<file path="config.mk">
export PLATFORM = sky130hd
export DESIGN_NAME = ovn_div
export DESIGN_NICKNAME = d
export VERILOG_FILES = /design/src/rtl/ovn_pkg.sv /design/src/rtl/ovn_div.sv
export SDC_FILE = /design/constraint.sdc
export NUM_CORES = 2
export LEC_CHECK = 0
export ABC_AREA = 1
export BUFFER_PORTS_ARGS = -buffer_cell sky130_fd_sc_hd__buf_2
export CORE_UTILIZATION = 33
export CTS_BUF_LIST = sky130_fd_sc_hd__clkbuf_2
export DETAILED_ROUTE_END_ITERATION = 10
export GPL_TIMING_DRIVEN = 0
export SYNTH_ARGS = -nofsm -noshare
export SYNTH_HDL_FRONTEND = slang
export SYNTH_SLANG_ARGS = --single-unit
</file>
<file path="constraint.sdc">
create_clock -name clk -period 3.3 [get_ports clk]
set_input_delay 0.33 -clock clk [delete_from_list [all_inputs] [get_ports clk]]
set_output_delay 0.33 -clock clk [all_outputs]
set_load 0.03 [all_outputs]
</file>
<file path="src/rtl/ovn_pkg.sv">
package ovn_pkg;

  // Q1.16 one, also the top of the lattice value range
  localparam logic [16:0] ONE_Q16 = 17'd65536;

  // lattice hash constants
  localparam logic [31:0] HASH_MUL_Y = 32'd57;
  localparam int          HASH_SHIFT = 13;
  localparam logic [31:0] HASH_C1    = 32'd15731;
  localparam logic [31:0] HASH_C2    = 32'd789221;
  localparam logic [31:0] HASH_C3    = 32'd1376312589;

  typedef logic [16:0] unorm_t;   // Q1.16, 0..65536
  typedef logic [31:0] cell_t;    // wrapping lattice coordinate
  typedef logic [15:0] frac_t;    // Q0.16 fraction

  // configuration register indexes
  typedef enum logic [0:0] {
    CFG_PERSISTENCE  = 1'b0,
    CFG_OCTAVE_COUNT = 1'b1
  } cfg_idx_t;

  // (a*(1-f) + b*f) >> 16, floor
  function automatic unorm_t blend(input unorm_t a, input unorm_t b, input frac_t f);
    logic [33:0] pa;
    logic [33:0] pb;
    logic [34:0] s;
    pa = 34'(a) * 34'(ONE_Q16 - 17'(f));
    pb = 34'(b) * 34'(f);
    s  = 35'(pa) + 35'(pb);
    return s[32:16];
  endfunction

endpackage

</file>
<file path="src/rtl/ovn_div.sv">
// Restoring divider, one quotient bit per stage, 17 stages.
// The quotient is known to stay below 2^17.
module ovn_div import ovn_pkg::*; #(
  parameter int TOT_W = 37,
  parameter int WW    = 20
) (
  input  logic             clk,
  input  logic             en,
  input  logic [TOT_W-1:0] total,
  input  logic [WW-1:0]    weight,
  output logic [16:0]      quot
);

  localparam int QB = 17;

  logic [TOT_W-1:0] rem_r [QB];
  logic [WW-1:0]    w_r   [QB];
  logic [QB-1:0]    q_r   [QB];

  for (genvar s = 0; s < QB; s++) begin : g_stage
    localparam int K = QB - 1 - s;
    logic [TOT_W-1:0] rem_in;
    logic [WW-1:0]    w_in;
    logic [QB-1:0]    q_in;
    logic [TOT_W-1:0] trial;

    if (s == 0) begin : g_first
      assign rem_in = total;
      assign w_in   = weight;
      assign q_in   = '0;
    end else begin : g_next
      assign rem_in = rem_r[s-1];
      assign w_in   = w_r[s-1];
      assign q_in   = q_r[s-1];
    end

    assign trial = TOT_W'(w_in) << K;

    // subtract the shifted divisor where it fits
    always_ff @(posedge clk) begin
      if (en) begin
        w_r[s] <= w_in;
        if (rem_in >= trial) begin
          rem_r[s] <= rem_in - trial;
          q_r[s]   <= q_in | (QB'(1) << K);
        end else begin
          rem_r[s] <= rem_in;
          q_r[s]   <= q_in;
        end
      end
    end
  end

  assign quot = q_r[QB-1];

endmodule

</file>
==> metrics.yaml <==
critical_path:
  crit_path_frequent_cell: "dlygate4sd3_1"
  worst_path_largest_cell_delay_ns: 0.60
  required_ns: 4.74
  worst-path-buf-inv: 9
  worstSetupStartpointType: "primary input"
  crit_fanout: 10
  critPathKind: "in -> reg"
  cp_slowest_cell: "dlygate4sd3_1"
  cp-end-kind: "register"
  crit_arrival_ns: 4.79
  cp_top_family: "buffers and inverters"
  path_cells: "dlygate4sd3_1, dlygate4sd3_1, buf_2, dlygate4sd3_1, inv_1, ha_2, nand2_1, nor2_4, nand4_1, nor2_2, nor2_1, nand2_1, inv_2, buf_4, nand2_1, dlygate4sd3_1, o21ai_1, dlygate4sd3_1"
logic_synthesis:
  syn_area_um2: 65500
  synthCells: 7808
  avgSynthCellArea_um2: 8.39
  ys_seq_elements: 1065
  synth_edf_count: 1065
  synth_nets: 8223
  ys_async_sr_fraction_pct: 0
  synth-seq-area-share_pct: 48.8
  ys.warnings.count: 0
  synth_cell_types: 53
  dominantRegCellSynth: "edfxtp_1"
sta:
  finalWorstSetupSlack_ns: -0.0526
  worst_pin_slew_ns: 1.18
  skew_ns: 0.267
  fin_tns_setup_ns: -0.208
  max_slew_margin_pct: 21.5
  hold_violations: 0
  fmax_mhz: 298
  fin_crit_sh_pct: 102
  drv_slew: 0
  finalSetupViolations: 8
  fin_crit_ns: 3.35
  whs_ns: 0.310
final_layout:
  drive_above_1_share_pct: 9.67
  fin_cells: 11200
  final_nets: 8821
  layout_common_cells: "2160 x nand2_1, 1218 x inv_1, 1065 x edfxtp_1"
  syn_to_final_growth_pct: 13.7
  final_common_cell: "nand2_1"
  final_cell_area_um2: 74500
clock_tree:
  cts_max_path_buffers: 4
  numCtsBuffers: 303
  clk_latency_ns: 1.79
  clock-sinks: 1065
  cts_max_level: 5
  clockRootBuffer: "clkbuf_2"
  cts_tree: "yes"
  clkTransAtPathRegs_ns: 0.11
pwr:
  ir_worst_vdd_uv: 305
  powerDensity_nw_per_um2: 729
  power_leakage_nw: 33.2
floorplan:
  core_um2: 197000
  start_util_pct: 33.2
  rows: 163
  die_h_um: 448
  dieArea_um2: 200000
  die-width_um: 448
  ioPinCount: 76
drt:
  drt_first_pass_iters: 8
  vias: 55100
  route.detailed.drc: 0
  via_per_inst: 4.91
  wire_per_inst_um: 18.7
  first_iter_violations: 4623
  postRouteAntennaNets: 0
  drt_wl_total_mm: 210
outcome:
  failed_checks: "negative setup slack"
  status: "finished with violations"
placement:
  gp_congestion: 0.969
  placed_area_um2: 69600
  portBuffers: 75
  dpl.hpwl_mm: 166
  place_inst: 10500
global_routing:
  antenna_found_initial: 8
  overflow: 0
  grt_util_all_layers_pct: 20.8
  grt_pass1_vias: 53800
  grt_pass1_wl_mm: 317
  grt_start_max_net_pins: 111
job:
  cap_violations: 0
worst_hold_path:
  hold_class: "reg -> reg"
[registers in the layout, summed over array words and instances (netlist names)]
name	flops
rem_r	592
w_r	320
q_r	153
[power by group]
group	internal [W]	leakage [nW]	total, W	switching, W
clock	0.00370	1.94	0.00934	0.00563
sequential	0.0187	10.3	0.0209	0.00218
combinational	0.00813	21.0	0.0241	0.0160
[metal layers]
layer	part of all wire [%]	vias to the layer above	wire, µm	track usage (%)
met5	0.0033	-	7	0
met4	3.2	2	6690	7.48
met2	48	1733	101000	35.1
met1	44	25800	91600	27.1
met3	5.4	352	11300	3.01
li1	-	27200	-	-
[path summary, 6_finish.rpt]
kind | to | from | cells after the start | slack, ns
worst max register to register | rem_r[11][22] | rem_r[10][5] | 16 | 0.23
worst min-delay path | q_r[10][15] | q_r[9][15] | 0 | 0.31
worst max-delay path | rem_r[0][23] | weight[11] | 18 | -0.05
worst min register to register | q_r[10][15] | q_r[9][15] | 0 | 0.31
[area by class of cell]
type / instances / area [µm²]
flip-flops and latches: 1065 / 32000
clock inverters: 85 / 479
repair buffers: 293 / 2920
clock buffers: 405 / 2030
diodes: 8 / 20.0
multi-input cells: 5413 / 28400
well taps: 2640 / 3300
plain buffers: 94 / 737
inverters: 1236 / 4640
fillers: 20400 / 123000
[cells by family after synthesis]
group | synth area share (%)
adders and majority gates | 6.98
DFF | 48.8
buffers and inverters | 8.16
xor gates and xnor gates | 3.17
and+or+nand+nor | 25.5
AOI/OAI and AO/OA | 7.40
[per-stage QoR]
stage	setup slack, ns	total power [W]	utilization, %
CTS	0.0415	0.0545	37.7
detailed placement	-1.44	0.0446	35.3
global route	-0.00572	0.0585	37.8
floorplan	0.741	0.0370	-
global placement	-8.18	0.0446	35.1
finish	-0.0526	0.0543	37.8
[synthesized netlist by cell type (26+ instances only)]
master | number | share of area (%)
o21ai_1 | 57 | 0.44
inv_1 | 1219 | 7.0
xnor2_1 | 132 | 1.8
a21oi_1 | 443 | 3.4
nand3b_1 | 52 | 0.60
edfxtp_1 | 1065 | 49
nand2_1 | 2167 | 12
o21bai_1 | 26 | 0.30
nand3_1 | 495 | 3.8
nor4_1 | 32 | 0.31
nand2_2 | 29 | 0.28
o21ai_0 | 284 | 2.2
nand4_1 | 170 | 1.6
xor2_1 | 105 | 1.4
buf_6 | 29 | 0.50
nor2_1 | 747 | 4.3
nor3_1 | 114 | 0.87
ha_1 | 340 | 6.5
nor2_2 | 34 | 0.32
[what timing repair did]
action / 4_1_cts / 5_1_grt
endpoints found under the hold margin: 378 / 4
setup buffers: 0 / 0
setup endpoints to repair: 0 / 19
resized for setup: 0 / 41
hold buffers: 201 / 4
Power figures use the tool's default switching activity.
