### src/rtl/ovn_pkg.sv
package ovn_pkg;

  // Q1.16 one, also the top of the lattice value range
  localparam logic [16:0] ONE_Q16 = 17'd65536;

  // lattice hash constants
  localparam logic [31:0] HASH_MUL_Y = 32'd57;
  localparam int          HASH_SHIFT = 13;
  localparam logic [31:0] HASH_C1    = 32'd15731;
  localparam logic [31:0] HASH_C2    = 32'd789221;
  localparam logic [31:0] HASH_C3    = 32'd1376312589;

  typedef logic [16:0] unorm_t;   // Q1.16, 0..65536
  typedef logic [31:0] cell_t;    // wrapping lattice coordinate
  typedef logic [15:0] frac_t;    // Q0.16 fraction

  // configuration register indexes
  typedef enum logic [0:0] {
    CFG_PERSISTENCE  = 1'b0,
    CFG_OCTAVE_COUNT = 1'b1
  } cfg_idx_t;

  // (a*(1-f) + b*f) >> 16, floor
  function automatic unorm_t blend(input unorm_t a, input unorm_t b, input frac_t f);
    logic [33:0] pa;
    logic [33:0] pb;
    logic [34:0] s;
    pa = 34'(a) * 34'(ONE_Q16 - 17'(f));
    pb = 34'(b) * 34'(f);
    s  = 35'(pa) + 35'(pb);
    return s[32:16];
  endfunction

endpackage

### src/rtl/ovn_weight.sv
// Octave amplitudes from the persistence register, masked by the octave
// count, and their sum. Free-running; after a register write it settles
// through the amplitude chain, the masked amplitudes and the sum register.
module ovn_weight import ovn_pkg::*; #(
  parameter int MAX_OCTAVES = 8,
  parameter int WW          = 20
) (
  input  logic          clk,
  input  logic [15:0]   persistence,
  input  logic [3:0]    octave_count,
  output unorm_t        amp [MAX_OCTAVES],
  output logic [WW-1:0] weight
);

  unorm_t        amp_r  [MAX_OCTAVES];
  unorm_t        used_r [MAX_OCTAVES];
  logic [4:0]    cnt;
  logic [WW-1:0] wsum;

  // effective octave count: zero means one, saturate at the maximum
  always_comb begin
    if (octave_count == 4'd0) begin
      cnt = 5'd1;
    end else if (5'(octave_count) > 5'(MAX_OCTAVES)) begin
      cnt = 5'(MAX_OCTAVES);
    end else begin
      cnt = 5'(octave_count);
    end
  end

  always_comb begin
    wsum = '0;
    for (int k = 0; k < MAX_OCTAVES; k++) wsum = WW'(wsum + WW'(used_r[k]));
  end

  // amplitude chain, one multiply per register
  always_ff @(posedge clk) begin
    amp_r[0] <= ONE_Q16;
    for (int k = 1; k < MAX_OCTAVES; k++) begin
      amp_r[k] <= 17'((33'(amp_r[k-1]) * 33'(persistence)) >> 16);
    end
    for (int k = 0; k < MAX_OCTAVES; k++) begin
      used_r[k] <= (5'(k) < cnt) ? amp_r[k] : '0;
    end
    weight <= wsum;
  end

  assign amp = used_r;

endmodule

### config.mk
export PLATFORM = sky130hd
export DESIGN_NAME = ovn_weight
export DESIGN_NICKNAME = d
export VERILOG_FILES = /design/src/rtl/ovn_pkg.sv /design/src/rtl/ovn_weight.sv
export SDC_FILE = /design/constraint.sdc
export NUM_CORES = 2
export LEC_CHECK = 0
export BUFFER_PORTS_ARGS = -buffer_cell sky130_fd_sc_hd__buf_2
export CORE_AREA = 2 2 408 248
export CTS_CLUSTER_DIAMETER = 200
export DETAILED_ROUTE_END_ITERATION = 10
export DIE_AREA = 0 0 410 250
export PLACE_DENSITY = 0.8
export SETUP_SLACK_MARGIN = 0.2
export SLEW_MARGIN = 10
export SYNTH_ARGS = -nofsm -noshare
export SYNTH_HDL_FRONTEND = slang
export SYNTH_SLANG_ARGS = --single-unit
### constraint.sdc
create_clock -name clk -period 7 [get_ports clk]
set_clock_uncertainty 0.2 [all_clocks]
set_input_delay 0.35 -clock clk [delete_from_list [all_inputs] [get_ports clk]]
set_output_delay 0.35 -clock clk [all_outputs]
set_load 0.005 [all_outputs]
==> metrics.yaml <==
insertion_delay_ns: 0.68
wl_met3_mm: 23.5
maxSlewViolCount: 0
crit_slowest_cell: "dlygate4sd3_1"
cp.depth: 27
postSynth.asyncResetShare: 0
grt_overflow: 0
drt-initial-drc-count: 3891
cts_buffers: 27
rsz0062_at_grt: "no"
grt_pass1_wl_mm: 263
synth_edf_count: 0
place_area_um2: 62100
cts_buffer_depth: 3
die_height_um: 250
period_needed_ns: 6.70
syn-mean-instance-area_um2: 9.28
yosys_most_used_dff: "dfxtp_1"
r2r-end: "weight[18]$_DFF_P_"
synth-seq-cells: 257
path_delay_family: "adder cells"
cts_max_level: 1
worst_slew_pin_slew_ns: 1.10
rows: 90
drt_wl_total_mm: 165
synthesis.instances: 6349
area_growth_pct: 7.90
grt.total_usage: 0.332
status: "finished clean"
max_freq_ghz: 0.149
avgViaCountPerCell: 5.53
drt-met1-wl_mm: 66.9
top_layer_used: "met5"
criticalPathCategory: "in -> reg"
dieArea_um2: 103000
core_area_um2: 99200
vias: 43200
die_x_um: 410
multi_input_area_um2: 47300
final_antenna_net_count: 0
fillers: 7918
rrSetupSlack_ns: 0.35
arrival_ns: 7.02
clockRootBuffer: "clkbuf_16"
path_buf_inv: 9
io-pin-count: 177
firstDrtPassIters: 7
drc: 0
port_buffers: 159
wl_per_cell_um: 21.1
final_common_cell: "inv_1"
start_util: 0.594
met2_length_mm: 67.5
slew_headroom: 0.268
reg2reg_from: "amp[52]$_SDFF_PP0_"
startpoint_type: "primary input"
worstPathMaxFanout: 32
netlist_area_um2: 58900
ys_seq_area_frac: 0.0873
grt_pass1_vias: 46400
dp_hpwl_mm: 131
tns_ns: 0
ys_types: 59
hp-class: "in -> reg"
final_cell_mix: "inv_1 (1473), fa_1 (1311), nand2_1 (876), and2_1 (807), ha_1 (649)"
rr_worst_depth: 21
end_kind: "flip-flop"
cpPeakStageDelay_ns: 0.59
clkSinkCount: 257
startpoint: "persistence[10]"
max_cap_viol_count: 0
nNetsFinal: 8443
yosysWarnings: 0
setup_violations: 0
final_area_um2: 63600
crit_end: "amp_r[5][15]$_DFF_P_"
layout-drive-gt1-share: 0.0738
period_share: 0.957
hold_viol: 0
grt_max_degree: 60
tritoncts: "built"
register_area_um2: 5200
gp_congestion: 0.952
cp.required_ns: 7.32
clk_transition_reported_paths_ns: 0.07
antenna_found_initial: 6
==> final cells by class <==
| cell class | instances | share of cell area |
|---|---|---|
| sequential | 257 | 0.0817 |
| antenna | 3 | 0.000118 |
| multi-input combinational | 4332 | 0.744 |
| clock buffer | 28 | 0.0108 |
| clock inverter | 22 | 0.00441 |
| tap | 1334 | 0.0262 |
| inverter | 1473 | 0.0870 |
| timing repair buffer | 367 | 0.0460 |
==> cells by family (layout without fill, tap and decap cells) <==
family	Yosys count	in the layout	synth area share
AO/OA/AOI/OAI	276	276	0.0300
XOR/XNOR	111	111	0.0165
adder cells (fa/ha/maj)	1964	1964	0.584
buffers and inverters	1776	1890	0.114
flip-flops	257	257	0.0873
multiplexers	1	1	0.000170
other	2	21	0.000127
AND/OR/NAND/NOR	1962	1962	0.167
==> state kept, by name, summed over array words and instances, names as in the netlist <==
register / count
weight: 20
amp_r: 118
amp: 119
==> what timing repair did <==
action | 4_1_cts | 5_1_grt
resized for setup | 8 | 83
setup endpoints to repair | 13 | 44
setup buffers | 0 | 2
endpoints found under the hold margin | 11 | 0
hold buffers | 11 | 0
gates cloned | 0 | 3
pin swaps | 0 | 11
==> routing by layer <==
metal  global-route usage  up-vias
met3                0.117      398
li1                     -    18700
met2                0.469     2599
met1                0.477    21500
met5                    0        -
met4                0.108        6
==> worst min path at each step <==
stage / slack (ns) / to / depth (start not counted) / from
3_5_place_dp: 0.22 / amp[0]$_SDFF_PN0_ / 1 / amp_r[7][0]$_DFF_P_
6_report: 0.03 / amp_r[1][3]$_DFF_P_ / 2 / persistence[3]
3_3_place_gp: 0.22 / amp[0]$_SDFF_PN0_ / 1 / amp_r[7][0]$_DFF_P_
2_1_floorplan: 0.18 / amp_r[1][0]$_DFF_P_ / 0 / persistence[0]
5_1_grt: 0.02 / amp_r[1][6]$_DFF_P_ / 2 / persistence[6]
4_1_cts: 0.004 / amp_r[1][12]$_DFF_P_ / 2 / persistence[12]
==> through the flow <==
| step | std cells | utilization | hold WS (ns) | worst slack [ns] |
|---|---|---|---|---|
| after floorplan | 6365 | - | 0.178 | 0.238 |
| after global placement | 7747 | 0.626 | 0.217 | 0.0514 |
| after detailed placement | 7747 | 0.626 | 0.219 | -0.0234 |
| after CTS | 7808 | 0.637 | 0.00354 | 0.207 |
| after global routing | 7814 | 0.641 | 0.0164 | 0.135 |
| final | 7816 | 0.641 | 0.0321 | 0.304 |
==> synthesized netlist by cell type (all sizes together) (7+ instances only) <==
master  instances  area share
nand3          26      0.0022
a21o           43      0.0055
xnor2          75       0.011
nor2b         104       0.011
xor2           36      0.0054
a211oi         10      0.0013
nand2b          9     0.00096
nor3           24      0.0020
ha            651        0.14
nand2         876       0.056
buf            22      0.0025
and2          807       0.086
o21ai          46      0.0040
clkbuf        281       0.018
nand4          26      0.0028
a21oi          97      0.0082
o21bai         15      0.0019
nor2           68      0.0043
dfxtp         257       0.087
a31oi          10      0.0011
o31ai           7      0.0011
fa           1313        0.45
inv          1473       0.094
o21a           19      0.0024
Power is not shown: default switching activity piles up to over one toggle a cycle in this logic, so the estimate is an artifact.
